<file path="config.mk">
export PLATFORM = sky130hd
export DESIGN_NAME = ed3_kernel
export DESIGN_NICKNAME = d
export VERILOG_FILES = /design/src/ed3_pkg.sv /design/src/ed3_kernel.sv
export SDC_FILE = /design/constraint.sdc
export NUM_CORES = 2
export LEC_CHECK = 0
export ABC_AREA = 1
export BUFFER_PORTS_ARGS = -buffer_cell sky130_fd_sc_hd__buf_2
export CAP_MARGIN = 5
export CORE_MARGIN = 5
export CORE_UTILIZATION = 40
export DETAILED_ROUTE_END_ITERATION = 12
export PLACE_DENSITY = 0.6
export SYNTH_ARGS = -nofsm -noshare
export SYNTH_HDL_FRONTEND = slang
export SYNTH_SLANG_ARGS = --single-unit
export TNS_END_PERCENT = 30
</file>
<file path="constraint.sdc">
create_clock -name clk -period 8 [get_ports clk]
set_input_delay 0.4 -clock clk [delete_from_list [all_inputs] [get_ports clk]]
set_output_delay 0.4 -clock clk [all_outputs]
set_load 0.005 [all_outputs]
</file>
<file path="src/ed3_pkg.sv">
`timescale 1ns / 1ps
// ----------------------------------------------------------------------------
// ed3_pkg
// Shared types, register and mode codes, and kernel coefficients of the
// 3x3 edge detector.
// ----------------------------------------------------------------------------
package ed3_pkg;

	// register indexes of the configuration port
	localparam logic [1:0] REG_MODE   = 2'd0;
	localparam logic [1:0] REG_WIDTH  = 2'd1;
	localparam logic [1:0] REG_HEIGHT = 2'd2;

	// operator codes
	localparam logic [1:0] MODE_SOBEL   = 2'd0;
	localparam logic [1:0] MODE_PREWITT = 2'd1;
	localparam logic [1:0] MODE_KIRSCH  = 2'd2;

	localparam int TAPS  = 9;
	localparam int NKERN = 8;
	localparam int NPAIR = 2;

	localparam logic [11:0] WIDTH_RESET  = 12'd640;
	localparam logic [12:0] HEIGHT_RESET = 13'd480;
	localparam logic [12:0] HEIGHT_MIN   = 13'd3;
	localparam logic [12:0] HEIGHT_LIMIT = 13'd4096;

	typedef logic [7:0]         pix_t;
	typedef logic signed [3:0]  coef_t;
	typedef logic signed [12:0] sum_t;

	// per-beat control that travels with the pixel down the pipeline
	typedef struct packed {
		logic        emit;
		logic        do_edge;
		logic [11:0] orow;
		logic [10:0] ocol;
		logic        done;
	} ctl_t;

	// taps in raster order: top row, middle row, bottom row
	localparam coef_t SOBEL_K [NPAIR][TAPS] = '{
		'{-4'sd1, -4'sd2, -4'sd1, 4'sd0, 4'sd0, 4'sd0, 4'sd1, 4'sd2, 4'sd1},
		'{4'sd1, 4'sd0, -4'sd1, 4'sd2, 4'sd0, -4'sd2, 4'sd1, 4'sd0, -4'sd1}
	};

	localparam coef_t PREWITT_K [NPAIR][TAPS] = '{
		'{-4'sd1, -4'sd1, -4'sd1, 4'sd0, 4'sd0, 4'sd0, 4'sd1, 4'sd1, 4'sd1},
		'{4'sd1, 4'sd0, -4'sd1, 4'sd1, 4'sd0, -4'sd1, 4'sd1, 4'sd0, -4'sd1}
	};

	localparam coef_t KIRSCH_K [NKERN][TAPS] = '{
		'{4'sd5, 4'sd5, 4'sd5, -4'sd3, 4'sd0, -4'sd3, -4'sd3, -4'sd3, -4'sd3},
		'{-4'sd3, 4'sd5, 4'sd5, -4'sd3, 4'sd0, 4'sd5, -4'sd3, -4'sd3, -4'sd3},
		'{-4'sd3, -4'sd3, 4'sd5, -4'sd3, 4'sd0, 4'sd5, -4'sd3, -4'sd3, 4'sd5},
		'{-4'sd3, -4'sd3, -4'sd3, -4'sd3, 4'sd0, 4'sd5, -4'sd3, 4'sd5, 4'sd5},
		'{-4'sd3, -4'sd3, -4'sd3, -4'sd3, 4'sd0, -4'sd3, 4'sd5, 4'sd5, 4'sd5},
		'{-4'sd3, -4'sd3, -4'sd3, 4'sd5, 4'sd0, -4'sd3, 4'sd5, 4'sd5, -4'sd3},
		'{4'sd5, -4'sd3, -4'sd3, 4'sd5, 4'sd0, -4'sd3, 4'sd5, -4'sd3, -4'sd3},
		'{4'sd5, 4'sd5, -4'sd3, 4'sd5, 4'sd0, -4'sd3, -4'sd3, -4'sd3, -4'sd3}
	};

	// weighted sum of one kernel over the window, constant coefficients
	function automatic sum_t kdot(input coef_t k [TAPS], input pix_t w [TAPS]);
		sum_t s;
		s = '0;
		for (int t = 0; t < TAPS; t++) begin
			s = s + sum_t'(k[t]) * sum_t'({5'b0, w[t]});
		end
		return s;
	endfunction

endpackage

</file>
<file path="src/ed3_kernel.sv">
`timescale 1ns / 1ps
// ----------------------------------------------------------------------------
// ed3_kernel
// Kernel responses over one 3x3 window: sums in one stage, then magnitude,
// Kirsch halving, saturation and the largest response in the next.
// ----------------------------------------------------------------------------
module ed3_kernel import ed3_pkg::*; (
	input  logic       clk,
	input  logic       arst_n,
	input  logic       adv,
	input  logic       valid_s2,
	input  pix_t       win_s2 [TAPS],
	input  ctl_t       ctl_s2,
	input  logic [1:0] mode,
	output logic       valid_s3,
	output ctl_t       ctl_s3,
	output pix_t       edge_s3
);

	sum_t sob [NPAIR];
	sum_t pre [NPAIR];
	sum_t kir [NKERN];
	sum_t sel [NKERN];
	sum_t sum_s3 [NKERN];
	pix_t resp [NKERN];
	pix_t max_l1 [4];
	pix_t max_l2 [2];
	pix_t max_l3;
	logic [12:0] mag [NKERN];

	// all kernel sums in parallel
	always_comb begin
		for (int k = 0; k < NPAIR; k++) begin
			sob[k] = kdot(SOBEL_K[k], win_s2);
			pre[k] = kdot(PREWITT_K[k], win_s2);
		end
		for (int k = 0; k < NKERN; k++) begin
			kir[k] = kdot(KIRSCH_K[k], win_s2);
		end
	end

	// pick the sums of the selected operator, unused kernels read zero
	always_comb begin
		for (int k = 0; k < NKERN; k++) begin
			sel[k] = '0;
		end
		unique case (mode)
			MODE_SOBEL: begin
				for (int k = 0; k < NPAIR; k++) begin
					sel[k] = sob[k];
				end
			end
			MODE_PREWITT: begin
				for (int k = 0; k < NPAIR; k++) begin
					sel[k] = pre[k];
				end
			end
			MODE_KIRSCH: begin
				for (int k = 0; k < NKERN; k++) begin
					sel[k] = kir[k];
				end
			end
			default: begin
				sel[0] = '0;
			end
		endcase
	end

	// sum stage register
	always_ff @(posedge clk or negedge arst_n) begin
		if (!arst_n) begin
			valid_s3 <= 1'b0;
		end else if (adv) begin
			valid_s3 <= valid_s2;
		end
	end

	always_ff @(posedge clk) begin
		if (adv) begin
			ctl_s3 <= ctl_s2;
			for (int k = 0; k < NKERN; k++) begin
				sum_s3[k] <= sel[k];
			end
		end
	end

	// magnitude, halving and saturation per kernel
	always_comb begin
		for (int k = 0; k < NKERN; k++) begin
			mag[k] = sum_s3[k][12] ? 13'(-sum_s3[k]) : 13'(sum_s3[k]);
			if (mode == MODE_KIRSCH) begin
				mag[k] = mag[k] >> 1;
			end
			resp[k] = (mag[k] > 13'd255) ? 8'hFF : mag[k][7:0];
		end
	end

	// largest response, three compare levels
	always_comb begin
		for (int i = 0; i < 4; i++) begin
			max_l1[i] = (resp[2*i] > resp[2*i+1]) ? resp[2*i] : resp[2*i+1];
		end
		for (int i = 0; i < 2; i++) begin
			max_l2[i] = (max_l1[2*i] > max_l1[2*i+1]) ? max_l1[2*i] : max_l1[2*i+1];
		end
		max_l3 = (max_l2[0] > max_l2[1]) ? max_l2[0] : max_l2[1];
	end

	// border pixels give zero
	assign edge_s3 = ctl_s3.do_edge ? max_l3 : 8'd0;

endmodule

</file>
# Word level (Yosys, flattened, before mapping)
# Memories as Yosys holds them, arrays and structs flattened.
# Cells that the tools add are included.
# totals
inputBits,104
ramBits,104
elab_cells,161
ff_bits,27
output_inout_bits,35
n_memories,1
# classes
reduce_logical,1
mul,16
n_eq_ne,2
muxes,37
n_lt_le_gt_ge,15
n_addsub,83
# memory_table
name,depth,word_bits,rd,rd_clocked_by_memory_dff,wr,line_no,text
sum_s3,8,13,8,0,8,ed3_kernel.sv:24,sum_t sum_s3 [NKERN];
# op_table
operator,count
13-bit by 12-bit adder with 13-bit output,33
13-bit adder,20
13-bit two-way mux,16
8-bit two-way mux,16
13-bit by 9-bit adder with 13-bit output,8
13-bit by 8-bit greater-than comparator with 1-bit output (second input constant),8
13-bit negator,8
3-bit by 9-bit multiplier with 12-bit output (first input constant),8
3-bit by 8-bit multiplier with 11-bit output (first input constant),8
78-bit two-way mux,1
13-bit case mux with 3 select lines,2
8-bit negator with 13-bit output,5
8-bit greater-than comparator,7
12-bit by 12-bit adder with 13-bit output,3
13-bit by 10-bit adder with 13-bit output,2
8-bit negator with 12-bit output,2
9-bit by 13-bit adder with 13-bit output,1
11-bit by 11-bit adder with 12-bit output,1
2-bit by 1-bit == test with 1-bit output (second input constant),1
2-bit == test (second input constant),1
2-bit zero test,1
1-bit two-way mux,2

# Longest topological paths before layout
# An unclocked memory read counts as a cell.
# logic_depth
word_depth,13
mapped_depth,48
ltp_nobuf,48

# Worst setup path after synthesis
# No wires, ideal clock.
# synth_timing
kind,input port to flip-flop
start,input port win_s2[57] in the netlist's numbering
end,"memory sum_s3[1][12] in the netlist's numbering, data pin"
arrival_ns,7.388
setup_time_ns,0.253
path_stages,41
n_path_buf,0
slack_ns,0.359
required_time_ns,7.747
cell_sequence,inv_1 -> ha_1 -> ha_1 -> ha_1 -> fa_1 -> nand2_1 -> inv_1 -> nor2_1 -> ha_1 -> a21oi_1 -> nand2_2 -> xnor2_1 -> inv_1 -> ha_1 -> inv_1 -> o21bai_1 -> xor2_1 -> inv_1 -> [... 5 more ...] -> fa_1 -> inv_1 -> fa_1 -> fa_1 -> inv_1 -> ha_1 -> inv_1 -> nor2_1 -> o21ai_0 -> nand2_1 -> nand2_1 -> inv_1 -> o21ai_0 -> nand2_1 -> xor2_1 -> nand3_1 -> nand2_1 -> nor2_1
# synth_rtl
element,line_no,text
"start, declared",ed3_kernel.sv:12,"input pix_t win_s2 [TAPS],"
"end, declared",ed3_kernel.sv:24,

==> impl_metrics.env <==
export IMPL_status="completed"
export IMPL_fmax_mhz=133
export IMPL_synth_ff_type="edfxtp_1"
export IMPL_syn_nets=5649
export IMPL_area_delta_synth_final_pct=11.7
export IMPL_gp_congestion=0.992
export IMPL_worstHoldStart="ctl_s2[9]"
export IMPL_drc=0
export IMPL_crit_path_start="win_s2[57]"
export IMPL_clk_latency_ns=0.46
export IMPL_cts_max_level=4
export IMPL_nets=5977
export IMPL_hold_viol=0
export IMPL_vias=29800
export IMPL_synth_cell_types=57
export IMPL_ant_nets=0
export IMPL_syn_inst=4467
export IMPL_crit_path_end_kind="flop"
export IMPL_use_met1=0.330
export IMPL_r2r_start="valid_s3"
export IMPL_first_iter_violations=2278
export IMPL_final_max_slew_viol_count=0
export IMPL_use_met3=0.0395
export IMPL_async_flop_share=0.00763
export IMPL_cts_buffers=17
export IMPL_synth_area_top_cells="fa_1 28%, ha_1 19%, inv_1 12%"
export IMPL_core_area_mm2=0.0912
export IMPL_worst_pin_slew_ns=1.16
export IMPL_fillers=9105
export IMPL_crit_required_ns=8.24
export IMPL_clk_path_buf_depth=2
export IMPL_grt_pass1_vias=29800
export IMPL_fin_crit_ns=7.52
export IMPL_grt_pass1_wl_mm=188
export IMPL_dp_hpwl_mm=114
export IMPL_startpoint_type="input pin"
export IMPL_wl_mm=127
export IMPL_path_clk_slew_ns=0.08
export IMPL_maxCapViolations=0
export IMPL_synth_area_mm2=0.0366
export IMPL_grt_max_degree=77
export IMPL_use_met2=0.414
export IMPL_groute_usage_overall=0.260
export IMPL_yosys_area_share_simple=0.137
export IMPL_synth_compound_area_frac=0.0987
export IMPL_dieArea_mm2=0.0977
export IMPL_slowest_stage="fa_1"
export IMPL_yosysSeqAreaShare=0.107
export IMPL_synth_top_family_by_area="adder cells"
export IMPL_synth_fa_ha_area_frac=0.474
export IMPL_floorplan_rows=111
export IMPL_worstPathArrival_ns=7.76
export IMPL_yosys_mux_area_fraction=0.000854
export IMPL_crit_top_cell="inv_1"
export IMPL_fp_dieW_um=313
export IMPL_path_class="in -> reg"
export IMPL_dp_cells=5959
export IMPL_cts_tree="built"
export IMPL_layout_cells_non_filler=5997
export IMPL_clock_root_buffer="clkbuf_16"
export IMPL_ys_top_cells_by_count="1157 x inv_1, 561 x ha_1, 539 x nand2_1, 517 x fa_1, 293 x a21oi_1"
export IMPL_start_util=0.401
export IMPL_crit_fanout=5
export IMPL_synth_top_cell_by_area="fa_1"
export IMPL_io_pins=139
export IMPL_antenna_found_initial=6
export IMPL_drive_gt1_frac=0.101
export IMPL_relSlewSlack=0.218
export IMPL_busiest_layer="met2"
export IMPL_die_y_um=313
export IMPL_synth_seq_cells=131
export IMPL_hold_class="in -> reg"
export IMPL_worst_clock_skew_ns=0
export IMPL_grt_remaining_overflow=0
export IMPL_synth_xor_area_frac=0.0576
export IMPL_cp_slowest_stage_delay_ns=0.54
export IMPL_yosysMostFrequentCell="inv_1"
export IMPL_avgSynthCellArea_um2=8.20
export IMPL_synth_edf_count=130
export IMPL_multi_input_area_mm2=0.0282
export IMPL_synth_top_area_frac=0.283
export IMPL_register_area_mm2=0.00393
export IMPL_rsz0062_at_grt="no"
export IMPL_firstDrtPassIters=9
export IMPL_ys_warnings_count=0
export IMPL_vias_per_cell=4.96
export IMPL_finalSetupViolCount=0
export IMPL_io_buffers=130
export IMPL_routedWlPerCell_um=21.1
export IMPL_period_share=0.940
export IMPL_cts_sinks=131
## layout make-up
cell class,instances,share of cell area
inverters,1169,0.107
repair buffers,348,0.0565
flip-flops and latches,131,0.0961
well taps,1186,0.0363
diodes,3,0.000184
multi-input cells,3128,0.690
clock buffers,17,0.0104
clock inverters,15,0.00349
## what timing repair did
item                                    CTS  global route
buffers inserted                          0             2
hold endpoints to repair                  1             0
hold buffers                              1             0
resized for setup                         0            27
endpoints found under the setup margin    0            10
## worst paths after layout
kind | to | slack, ns | cells past startpoint
worst max-delay path | sum_s3[1][12] | 0.48 | 40
worst min-delay path | ctl_s3[9] | 0.10 | 1
worst max register to register | valid_s3 | 7.27 | 1
worst min register to register | valid_s3 | 0.50 | 1
max in group asynchronous | valid_s3 | 7.69 | 2
min in group asynchronous | valid_s3 | 0.23 | 2
## routing by layer
layer / wire, um / up-vias
met5: 34 / -
met3: 7620 / 256
met4: 10800 / 6
met2: 55900 / 935
met1: 52200 / 14000
li1: - / 14600
## critical path, delay by kind of cell
family / cells / cell delay [ns]
fa+ha+maj: 11 / 4.07
xor+xnor: 4 / 0.84
buf+inv: 11 / 0.89
simple gates: 9 / 0.69
compound gates: 5 / 0.84
## layout by cell type (no fill, tap or decap), types with 20 or more instances in the layout
master       n
nor2_1     286
o21bai_1    33
buf_2      129
nor3_1      30
nand4_1     20
o21ai_0    222
and2_1      22
fa_1       516
xnor2_1     77
xor2_1     163
ha_1       560
buf_4      216
inv_1     1155
a21oi_1    290
nand3_1    159
edfxtp_1   130
nand2_2     22
nand2_1    538
or2_2       25
## cells by family after synthesis
logic type,count (synthesis)
AOI/OAI and AO/OA,654
DFF,131
adders and majority gates,1078
muxes,3
buffers and inverters,1208
xor gates and xnor gates,241
and+or+nand+nor,1152
## stage by stage
step           setup WS (ns)  hold slack (ns)  area, um^2  TNS, ns  utilization
3_3_place_gp          -0.267            0.174       40200   -0.267        0.441
6_report               0.482            0.104       40900        0        0.448
5_1_grt              0.00763           0.0769       40900        0        0.448
4_1_cts                0.184           0.0702       40800        0        0.447
3_5_place_dp          -0.294            0.175       40200   -0.294        0.441
2_1_floorplan          0.359            0.104       36600        0            -
## state kept, by name (all words and copies together) (netlist names)
signal and cells:
valid_s3 1, ctl_s3 26, sum_s3 104
Power is left out: the tool's default activity adds up to more than one toggle a clock period on the data nets, which glitch-free logic cannot reach.
