<file path="config.mk">
export PLATFORM = sky130hd
export DESIGN_NAME = ed3_scan
export DESIGN_NICKNAME = d
export VERILOG_FILES = /design/src/ed3_pkg.sv /design/src/ed3_scan.sv
export SDC_FILE = /design/constraint.sdc
export NUM_CORES = 1
export LEC_CHECK = 0
export BUFFER_PORTS_ARGS = -buffer_cell sky130_fd_sc_hd__buf_2
export CAP_MARGIN = 20
export CORE_MARGIN = 8
export CORE_UTILIZATION = 40
export CTS_CLUSTER_SIZE = 8
export DETAILED_ROUTE_END_ITERATION = 10
export PLACE_DENSITY = 0.68
export SLEW_MARGIN = 15
export SYNTH_ARGS = -nofsm -noshare
export SYNTH_HDL_FRONTEND = slang
export SYNTH_SLANG_ARGS = --single-unit
</file>
<file path="constraint.sdc">
create_clock -name clk -period 4.8 [get_ports clk]
set_input_delay 0 -clock clk [delete_from_list [all_inputs] [get_ports clk]]
set_output_delay 0 -clock clk [all_outputs]
set_load 0.01 [all_outputs]
</file>
<file path="src/ed3_pkg.sv">
`timescale 1ns / 1ps
// ----------------------------------------------------------------------------
// ed3_pkg
// Shared types, register and mode codes, and kernel coefficients of the
// 3x3 edge detector.
// ----------------------------------------------------------------------------
package ed3_pkg;

	// register indexes of the configuration port
	localparam logic [1:0] REG_MODE   = 2'd0;
	localparam logic [1:0] REG_WIDTH  = 2'd1;
	localparam logic [1:0] REG_HEIGHT = 2'd2;

	// operator codes
	localparam logic [1:0] MODE_SOBEL   = 2'd0;
	localparam logic [1:0] MODE_PREWITT = 2'd1;
	localparam logic [1:0] MODE_KIRSCH  = 2'd2;

	localparam int TAPS  = 9;
	localparam int NKERN = 8;
	localparam int NPAIR = 2;

	localparam logic [11:0] WIDTH_RESET  = 12'd640;
	localparam logic [12:0] HEIGHT_RESET = 13'd480;
	localparam logic [12:0] HEIGHT_MIN   = 13'd3;
	localparam logic [12:0] HEIGHT_LIMIT = 13'd4096;

	typedef logic [7:0]         pix_t;
	typedef logic signed [3:0]  coef_t;
	typedef logic signed [12:0] sum_t;

	// per-beat control that travels with the pixel down the pipeline
	typedef struct packed {
		logic        emit;
		logic        do_edge;
		logic [11:0] orow;
		logic [10:0] ocol;
		logic        done;
	} ctl_t;

	// taps in raster order: top row, middle row, bottom row
	localparam coef_t SOBEL_K [NPAIR][TAPS] = '{
		'{-4'sd1, -4'sd2, -4'sd1, 4'sd0, 4'sd0, 4'sd0, 4'sd1, 4'sd2, 4'sd1},
		'{4'sd1, 4'sd0, -4'sd1, 4'sd2, 4'sd0, -4'sd2, 4'sd1, 4'sd0, -4'sd1}
	};

	localparam coef_t PREWITT_K [NPAIR][TAPS] = '{
		'{-4'sd1, -4'sd1, -4'sd1, 4'sd0, 4'sd0, 4'sd0, 4'sd1, 4'sd1, 4'sd1},
		'{4'sd1, 4'sd0, -4'sd1, 4'sd1, 4'sd0, -4'sd1, 4'sd1, 4'sd0, -4'sd1}
	};

	localparam coef_t KIRSCH_K [NKERN][TAPS] = '{
		'{4'sd5, 4'sd5, 4'sd5, -4'sd3, 4'sd0, -4'sd3, -4'sd3, -4'sd3, -4'sd3},
		'{-4'sd3, 4'sd5, 4'sd5, -4'sd3, 4'sd0, 4'sd5, -4'sd3, -4'sd3, -4'sd3},
		'{-4'sd3, -4'sd3, 4'sd5, -4'sd3, 4'sd0, 4'sd5, -4'sd3, -4'sd3, 4'sd5},
		'{-4'sd3, -4'sd3, -4'sd3, -4'sd3, 4'sd0, 4'sd5, -4'sd3, 4'sd5, 4'sd5},
		'{-4'sd3, -4'sd3, -4'sd3, -4'sd3, 4'sd0, -4'sd3, 4'sd5, 4'sd5, 4'sd5},
		'{-4'sd3, -4'sd3, -4'sd3, 4'sd5, 4'sd0, -4'sd3, 4'sd5, 4'sd5, -4'sd3},
		'{4'sd5, -4'sd3, -4'sd3, 4'sd5, 4'sd0, -4'sd3, 4'sd5, -4'sd3, -4'sd3},
		'{4'sd5, 4'sd5, -4'sd3, 4'sd5, 4'sd0, -4'sd3, -4'sd3, -4'sd3, -4'sd3}
	};

	// weighted sum of one kernel over the window, constant coefficients
	function automatic sum_t kdot(input coef_t k [TAPS], input pix_t w [TAPS]);
		sum_t s;
		s = '0;
		for (int t = 0; t < TAPS; t++) begin
			s = s + sum_t'(k[t]) * sum_t'({5'b0, w[t]});
		end
		return s;
	endfunction

endpackage

</file>
<file path="src/ed3_scan.sv">
`timescale 1ns / 1ps
// ----------------------------------------------------------------------------
// ed3_scan
// Configuration registers and raster position counters. Works out, for each
// accepted beat, the line store column and whether and where a result leaves.
// ----------------------------------------------------------------------------
module ed3_scan import ed3_pkg::*; #(
	parameter int MAX_WIDTH = 2048,
	parameter int CW        = 11
) (
	input  logic          clk,
	input  logic          arst_n,
	input  logic          cfg_write,
	input  logic [1:0]    cfg_index,
	input  logic [12:0]   cfg_data,
	input  logic          accept,
	output logic [1:0]    mode,
	output logic [CW-1:0] col,
	output ctl_t          ctl
);

	// wide enough for the column arithmetic and the 12-bit width register
	localparam int WW = (CW + 1 > 12) ? CW + 1 : 12;
	localparam logic [WW-1:0] WMAX = WW'(MAX_WIDTH);
	localparam logic [WW-1:0] WMIN = WW'(3);

	logic [1:0]    mode_q;
	logic [11:0]   width_q;
	logic [12:0]   height_q;
	logic [CW-1:0] col_q;
	logic [11:0]   row_q;
	logic          primed_q;

	logic [WW-1:0] eff_w;
	logic [12:0]   eff_h;
	logic [WW-1:0] col_ext;
	logic [WW-1:0] col_m1;
	logic [WW-1:0] w_m1;
	logic [12:0]   h_m1;
	logic [12:0]   h_m2;
	logic [WW-1:0] col_inc;
	logic [12:0]   row_inc;
	logic          col_wrap;
	logic          row_wrap;

	// clamped frame size
	always_comb begin
		eff_w = WW'(width_q);
		if (eff_w < WMIN) begin
			eff_w = WMIN;
		end else if (eff_w > WMAX) begin
			eff_w = WMAX;
		end
		eff_h = height_q;
		if (eff_h < HEIGHT_MIN) begin
			eff_h = HEIGHT_MIN;
		end else if (eff_h > HEIGHT_LIMIT) begin
			eff_h = HEIGHT_LIMIT;
		end
	end

	assign col_ext  = WW'(col_q);
	assign col_m1   = col_ext - WW'(1);
	assign w_m1     = eff_w - WW'(1);
	assign h_m1     = eff_h - 13'd1;
	assign h_m2     = eff_h - 13'd2;
	assign col_inc  = col_ext + WW'(1);
	assign row_inc  = {1'b0, row_q} + 13'd1;
	assign col_wrap = (col_inc >= eff_w);
	assign row_wrap = (row_inc >= eff_h);

	// result position for the beat at the current counters
	always_comb begin
		ctl = '0;
		priority if (row_q != 12'd0 && col_q != '0) begin
			ctl.emit    = 1'b1;
			ctl.orow    = row_q - 12'd1;
			ctl.ocol    = col_m1[10:0];
			ctl.do_edge = (row_q >= 12'd2) && (col_ext >= WW'(2));
		end else if (row_q >= 12'd2) begin
			ctl.emit = 1'b1;
			ctl.orow = row_q - 12'd2;
			ctl.ocol = w_m1[10:0];
		end else if (primed_q) begin
			// border tail of the previous frame
			ctl.emit = 1'b1;
			priority if (row_q == 12'd1) begin
				ctl.orow = h_m1[11:0];
				ctl.ocol = w_m1[10:0];
				ctl.done = 1'b1;
			end else if (col_q != '0) begin
				ctl.orow = h_m1[11:0];
				ctl.ocol = col_m1[10:0];
			end else begin
				ctl.orow = h_m2[11:0];
				ctl.ocol = w_m1[10:0];
			end
		end else begin
			ctl.emit = 1'b0;
		end
	end

	assign mode = mode_q;
	assign col  = col_q;

	// configuration and raster counters; a size write restarts the frame
	always_ff @(posedge clk or negedge arst_n) begin
		if (!arst_n) begin
			mode_q   <= MODE_SOBEL;
			width_q  <= WIDTH_RESET;
			height_q <= HEIGHT_RESET;
			col_q    <= '0;
			row_q    <= '0;
			primed_q <= 1'b0;
		end else if (cfg_write) begin
			unique case (cfg_index)
				REG_MODE: begin
					mode_q <= cfg_data[1:0];
				end
				REG_WIDTH: begin
					width_q  <= cfg_data[11:0];
					col_q    <= '0;
					row_q    <= '0;
					primed_q <= 1'b0;
				end
				REG_HEIGHT: begin
					height_q <= cfg_data;
					col_q    <= '0;
					row_q    <= '0;
					primed_q <= 1'b0;
				end
				default: begin
					mode_q <= mode_q;
				end
			endcase
		end else if (accept) begin
			if (col_wrap) begin
				col_q <= '0;
				if (row_wrap) begin
					row_q    <= '0;
					primed_q <= 1'b1;
				end else begin
					row_q <= row_inc[11:0];
				end
			end else begin
				col_q <= col_inc[CW-1:0];
			end
		end
	end

endmodule

</file>
-- Word level (Yosys, flattened, before mapping)
Cells that the tools add are included.
- logic and storage cells: 71
- bits in writable memories: 0
- memories: 0
- bits in registers: 51
- bits in latches: 0
- bits in read-only memories: 0
- output and inout bits: 39
- bits of input ports: 19
- bitwise logic cells: 0
- multipliers: 0
- equal/unequal tests: 4
- magnitude comparators: 8
- reductions and logical operators: 15
- mux-type cells: 30
- add/sub/neg operators: 8
- div/mod/pow operators: 0
- shifts and indexed selects: 0
- operators with widths (kind ; count):
    2-to-1 mux 23 bit ; 4
    2-to-1 mux 12 bit ; 7
    2-to-1 mux 11 bit ; 4
    2-to-1 mux 13 bit ; 2
    2-to-1 mux 24 bit ; 1
    subtractor 12 x 1 -> 12 bit, second input constant ; 2
    subtractor 12 x 2 -> 12 bit, second input constant ; 2
    subtractor 11 x 1 -> 11 bit, second input constant ; 2
    adder 12 x 1 -> 13 bit, second input constant ; 1
    greater-or-equal comparator 13 bit ; 1
    > comparator 13 bit, second input constant ; 1
    less-than comparator 13 x 2 -> 1 bit, second input constant ; 1
    adder 11 x 1 -> 12 bit, second input constant ; 1
    equality test 12 x 1 -> 1 bit, second input constant ; 1
    greater-or-equal comparator 12 bit ; 1
    greater-or-equal comparator 12 x 2 -> 1 bit, second input constant ; 1
    > comparator 12 bit, second input constant ; 1
    less-than comparator 12 x 2 -> 1 bit, second input constant ; 1
    2-to-1 mux 1 bit ; 12
    nonzero test 12 bit ; 1
    greater-or-equal comparator 11 x 2 -> 1 bit, second input constant ; 1
    nonzero test 11 bit ; 1
    AND reduction 2 bit ; 4
    nonzero test 2 bit ; 3
    other kinds (8) ; 9

-- Depth between registers and ports, before layout
- depth after elaboration: 9
- depth in mapped cells: 15

-- Worst setup path before layout
OpenSTA, ideal clock, no wires.
- path kind: register to register
- from: reg width_q[6]
- to: reg row_q[2]
- stages on the path, launching flop included: 13
- arrival: 3.319 ns
- required time: 4.717 ns
- buffers on the path: 1
- slack: 1.399 ns
- library setup time: 0.083 ns
- path through: dfrtp_1 > or4_4 > or3_4 > nor4_1 > o21ai_0 > ha_1 > nand2_1 > o21ai_0 > a21oi_1 > nor3_1 > clkbuf_1 > or4b_2 > o21ai_0
- word-level cells in the longest chain between the ends: 6
- ends and longest elaborated chain (item ; RTL line ; RTL):
    from (decl) ; ed3_scan.sv:28 ; logic [11:0] width_q;
    from (signal assigned) ; ed3_scan.sv:121 ; width_q <= cfg_data[11:0];
    > comparator 12 bit ; ed3_scan.sv:51 ; end else if (eff_w > WMAX) begin
    2-to-1 mux 12 bit ; ed3_scan.sv:51 ;
    2-to-1 mux 12 bit * ; ed3_scan.sv:49 ; if (eff_w < WMIN) begin
    greater-or-equal comparator 12 bit * ; ed3_scan.sv:69 ; assign col_wrap = (col_inc >= eff_w);
    nonzero test 2 bit (no source line) * ; n/a ;
    AND reduction 3 bit (no source line) * ; n/a ;
    to (signal assigned) ; ed3_scan.sv:143 ; row_q <= row_inc[11:0];
    to (decl) ; ed3_scan.sv:31 ; logic [11:0] row_q;
Every way passes the cells marked *; elsewhere a longest branch is shown, timed or not.
A chain may end at the register's enable or synchronous reset.

-- Final worst setup path
Ends and elaborated chain as after synthesis.

==> report_table.html <==
<table>
<tr><th>Metric</th><th>Value</th></tr>
<tr><th colspan="2">Run status</th></tr>
<tr><td>Run status</td><td>finished clean</td></tr>
<tr><th colspan="2">Worst setup path</th></tr>
<tr><td>Launching instance or port of the critical path</td><td>width_q[6]</td></tr>
<tr><td>Depth of the most critical reg-to-reg path</td><td>11</td></tr>
<tr><td>Largest driver fanout on the critical path</td><td>6</td></tr>
<tr><td>Crit. End Element</td><td>register</td></tr>
<tr><td>Worst endpoint required time</td><td>5010 ps</td></tr>
<tr><td>Worst Setup Path Type</td><td>register to register</td></tr>
<tr><td>Worst setup SP type</td><td>register</td></tr>
<tr><td>Worst R2R Start</td><td>width_q[6]</td></tr>
<tr><td>Critical Path AT</td><td>4060 ps</td></tr>
<tr><td>Minimum setup slack among reg-to-reg paths</td><td>960 ps</td></tr>
<tr><td>Worst setup path end</td><td>row_q[2]</td></tr>
<tr><td>Capturing point of the worst reg2reg path</td><td>row_q[2]</td></tr>
<tr><th colspan="2">Synthesis</th></tr>
<tr><td>Synth Area in Adders</td><td>10.33%</td></tr>
<tr><td>Area fraction in compound gates after synthesis</td><td>19.41%</td></tr>
<tr><td>Synthesis Warnings</td><td>0</td></tr>
<tr><td>Count of mapped cells out of synthesis</td><td>563</td></tr>
<tr><td>Combinational family with the most area after synthesis</td><td>simple AND/OR/NAND/NOR gates</td></tr>
<tr><td>Cell taking the most area after synthesis</td><td>sky130_fd_sc_hd__dfrtp_1</td></tr>
<tr><td>Share of Yosys cell area claimed by the top area cell type</td><td>23.23%</td></tr>
<tr><td>Share of cell area taken by muxes after synthesis</td><td>8.002%</td></tr>
<tr><td>Main flop type after synthesis</td><td>sky130_fd_sc_hd__dfrtp_1</td></tr>
<tr><td>Proportion of synthesized chip area in sequential cells</td><td>26.48%</td></tr>
<tr><td>Simple-Gate Fraction of Synth Area</td><td>23.21%</td></tr>
<tr><td>EDFF count, synth</td><td>0</td></tr>
<tr><td>Cells taking the most area after synthesis</td><td>sky130_fd_sc_hd__dfrtp_1, sky130_fd_sc_hd__ha_1, sky130_fd_sc_hd__mux2_2, sky130_fd_sc_hd__xnor2_1, sky130_fd_sc_hd__nand2_1</td></tr>
<tr><td>Synth Net Count</td><td>622</td></tr>
<tr><td>Netlist cell types</td><td>71</td></tr>
<tr><td>Async set-or-reset flop fraction in the synthesized netlist</td><td>100.0%</td></tr>
<tr><td>Number of storage elements in the synthesis netlist</td><td>51</td></tr>
<tr><td>Post-synthesis average cell area</td><td>8.610 um^2</td></tr>
<tr><td>Post-synthesis instance area</td><td>0.004847 mm^2</td></tr>
<tr><td>XOR/XNOR share of the synthesized area</td><td>7.950%</td></tr>
<tr><th colspan="2">Min path</th></tr>
<tr><td>Min-delay worst type</td><td>input pin to register</td></tr>
<tr><th colspan="2">Timing</th></tr>
<tr><td>Worst setup skew after layout</td><td>8.029 ps</td></tr>
<tr><td>Setup-failing EPs final</td><td>0</td></tr>
<tr><td>Setup Total Neg Slack</td><td>0 ps</td></tr>
<tr><td>Relative slew slack</td><td>51.12%</td></tr>
<tr><td>Setup repair after global routing missed its margin</td><td>false</td></tr>
<tr><td>Transition time at the pin with the least slew margin</td><td>727.7 ps</td></tr>
<tr><td>Min cycle time layout</td><td>3843 ps</td></tr>
<tr><td>Share of the clock period used by the worst path</td><td>80.06%</td></tr>
<tr><td>Achievable frequency</td><td>260.2 MHz</td></tr>
<tr><td>Max-slew violation count</td><td>0</td></tr>
<tr><td>Number of endpoints with negative hold slack in the final report</td><td>0</td></tr>
<tr><th colspan="2">Routing</th></tr>
<tr><td>Overall via count from detail_route</td><td>4632</td></tr>
<tr><td>Average vias per placed instance</td><td>6.111</td></tr>
<tr><td>First-iteration detailed-routing DRC count</td><td>409</td></tr>
<tr><td>Wirelength per Cell</td><td>18.92 um</td></tr>
<tr><td>Pre-antenna DRT Iters</td><td>5</td></tr>
<tr><td>Final routed wirelength across all metal layers</td><td>14340 um</td></tr>
<tr><td>DRC violations left</td><td>0</td></tr>
<tr><td>Number of nets with antenna violations after detailed routing</td><td>0</td></tr>
<tr><th colspan="2">Power</th></tr>
<tr><td>Maximum vdd ir drop</td><td>0.2026 mV</td></tr>
<tr><td>Total Power Consumption</td><td>2912 uW</td></tr>
<tr><td>Power density relative to cell area</td><td>531.8 mW/mm^2</td></tr>
<tr><td>Static Leakage</td><td>0.002411 uW</td></tr>
<tr><th colspan="2">Layout</th></tr>
<tr><td>Nets</td><td>669</td></tr>
<tr><td>Final non-filler cell total</td><td>758</td></tr>
<tr><td>Layout cells sized above 1</td><td>20.79%</td></tr>
<tr><td>Final Core Density</td><td>45.98%</td></tr>
<tr><td>Diodes inserted</td><td>0</td></tr>
<tr><td>Final-layout fill cell count</td><td>1158</td></tr>
<tr><td>Cell area after layout</td><td>0.005477 mm^2</td></tr>
<tr><td>Synth-to-Final Area Change</td><td>12.98%</td></tr>
<tr><td>Register area</td><td>0.001284 mm^2</td></tr>
<tr><td>Most frequent standard cell in the layout excluding fill and tap cells</td><td>sky130_fd_sc_hd__buf_2</td></tr>
<tr><td>Top library cells by usage in the layout, fill and taps aside</td><td>sky130_fd_sc_hd__buf_2, sky130_fd_sc_hd__nand2_1, sky130_fd_sc_hd__dfrtp_1</td></tr>
<tr><td>Multi-input logic area</td><td>0.003339 mm^2</td></tr>
<tr><th colspan="2">Placed design</th></tr>
<tr><td>Instance area after placement</td><td>0.005182 mm^2</td></tr>
<tr><td>Placer Congestion</td><td>0.9120</td></tr>
<tr><td>Buffers on Ports</td><td>57</td></tr>
<tr><td>DP Cell Count</td><td>736</td></tr>
<tr><td>HPWL after detailed placement</td><td>11140 um</td></tr>
<tr><th colspan="2">CTS</th></tr>
<tr><td>Clock latency on the worst-skew pair</td><td>300 ps</td></tr>
<tr><td>Largest buffer count on any clock path</td><td>2</td></tr>
<tr><td>Cts repair resizes</td><td>0</td></tr>
<tr><td>Number of sinks handled by clock tree synthesis</td><td>51</td></tr>
<tr><td>Number of setup buffers added after CTS</td><td>0</td></tr>
<tr><td>Total number of H-tree levels</td><td>2</td></tr>
<tr><td>Total clock buffers created by CTS</td><td>5</td></tr>
<tr><td>Clk pin slew, worst setup/hold paths</td><td>80 ps</td></tr>
<tr><td>Clock tree root buffer cell</td><td>sky130_fd_sc_hd__clkbuf_16</td></tr>
<tr><td>Clock tree from TritonCTS</td><td>done</td></tr>
<tr><th colspan="2">Floorplanning</th></tr>
<tr><td>Number of top-level pins</td><td>58</td></tr>
<tr><td>DIE AREA</td><td>0.01590 mm^2</td></tr>
<tr><td>Floorplan die width</td><td>126.1 um</td></tr>
<tr><td>Vertical die dimension</td><td>126.1 um</td></tr>
<tr><td>Cell Rows</td><td>40</td></tr>
<tr><td>Initial core utilization</td><td>40.69%</td></tr>
<tr><td>Placeable core area</td><td>0.01191 mm^2</td></tr>
<tr><th colspan="2">GRT</th></tr>
<tr><td>Via count of the first global-routing pass</td><td>4517</td></tr>
<tr><td>Pin count of the biggest net entering global routing</td><td>52</td></tr>
<tr><td>Wire length of the first global-routing pass</td><td>23290 um</td></tr>
<tr><td>Gr usage total</td><td>17.81%</td></tr>
<tr><td>Overflow after GRT</td><td>0</td></tr>
<tr><td>Initial antenna violation count</td><td>0</td></tr>
<tr><th colspan="2">Run</th></tr>
<tr><td>Reported max-cap violation count</td><td>0</td></tr>
</table>
sequential cells by signal (all words and copies together) (netlist names):
| register | cells |
|---|---|
| row_q | 12 |
| primed_q | 1 |
| width_q | 12 |
| col | 11 |
| height_q | 13 |
| mode | 2 |
how the worst min path moves through the flow:
stage,from,to,slack (ps),cells past startpoint
floorplan,arst_n,col[0],-300,0
global placement,arst_n,col[8],170,2
detailed placement,arst_n,col[10],180,2
CTS,cfg_write,mode[0],190,3
global route,cfg_write,mode[0],200,3
finish,cfg_write,mode[0],190,3
final cells by class:
cell class                      instances  area share (%)
Clock buffer                            5           2.285
Multi-Input combinational cell        459           60.98
Tap cell                              147           3.358
Clock inverter                          3          0.5255
Timing Repair Buffer                   73           8.042
Sequential cell                        51           23.44
Inverter                               20           1.371
logic make-up after synthesis:
group | after synthesis
adders and majority gates | 40
xor gates and xnor gates | 44
AOI/OAI and AO/OA | 132
DFF | 51
and+or+nand+nor | 208
muxes | 35
buffers and inverters | 53
cell usage after synthesis (4+ instances only):
cell and count:
sky130_fd_sc_hd__nor2b_1 7, sky130_fd_sc_hd__nor4_1 7, sky130_fd_sc_hd__a22o_1 16, sky130_fd_sc_hd__o21ai_0 25, sky130_fd_sc_hd__mux2_2 30, sky130_fd_sc_hd__xor2_1 18, sky130_fd_sc_hd__clkbuf_1 19, sky130_fd_sc_hd__ha_1 40
sky130_fd_sc_hd__a21oi_1 17, sky130_fd_sc_hd__inv_1 20, sky130_fd_sc_hd__nand2_1 52, sky130_fd_sc_hd__buf_2 7, sky130_fd_sc_hd__dfstp_2 6, sky130_fd_sc_hd__nor2_1 43, sky130_fd_sc_hd__nor3_1 25, sky130_fd_sc_hd__mux2i_1 5
sky130_fd_sc_hd__or3_1 5, sky130_fd_sc_hd__and3_1 8, sky130_fd_sc_hd__nand4_1 9, sky130_fd_sc_hd__nand2b_1 4, sky130_fd_sc_hd__buf_4 4, sky130_fd_sc_hd__o211ai_1 12, sky130_fd_sc_hd__nand3_1 14, sky130_fd_sc_hd__o21a_1 4
sky130_fd_sc_hd__o22ai_1 14, sky130_fd_sc_hd__and2_1 8, sky130_fd_sc_hd__dfrtp_1 45, sky130_fd_sc_hd__a211oi_1 11, sky130_fd_sc_hd__xnor2_1 26
where the power goes:
group	total [uW]	internal, uW	switching [uW]	leakage (uW)
clock network	382	199	183	0.0000759
logic	1870	734	1140	0.00170
registers	655	505	150	0.000637
metrics by stage:
step                      setup slack, ps  hold WS [ps]
after floorplan                      1399        -295.6
after global placement               1130         165.2
after detailed placement             1036         179.8
after CTS                            1015         194.1
after global routing                667.6         202.3
final                               957.1         190.7
critical path: stages (launching register included):
cell and delay, ps:
sky130_fd_sc_hd__dfrtp_1 420, sky130_fd_sc_hd__or4_4 580, sky130_fd_sc_hd__or3_4 390, sky130_fd_sc_hd__nor4_1 250, sky130_fd_sc_hd__o21ai_0 180, sky130_fd_sc_hd__ha_1 330, sky130_fd_sc_hd__nand2_1 40, sky130_fd_sc_hd__o21ai_0 160
sky130_fd_sc_hd__a21oi_1 120, sky130_fd_sc_hd__nor3_1 560, sky130_fd_sc_hd__or4b_2 630, sky130_fd_sc_hd__o21ai_0 100
per-layer routing:
metal / global-route usage, % / part of all wire (%) / vias up
li1: - / - / 2174
met1: 22.79 / 45 / 2247
met2: 29.40 / 48 / 174
met3: 2.278 / 4.4 / 37
met4: 7.856 / 3.2 / 0
met5: 0 / 0 / -
repair_timing:
| item | CTS | global route |
|---|---|---|
| hold buffers | 14 | 0 |
| endpoints found under the setup margin | 0 | 0 |
| endpoints found under the hold margin | 72 | 0 |
No activity file was read; power rests on OpenSTA's default activity.
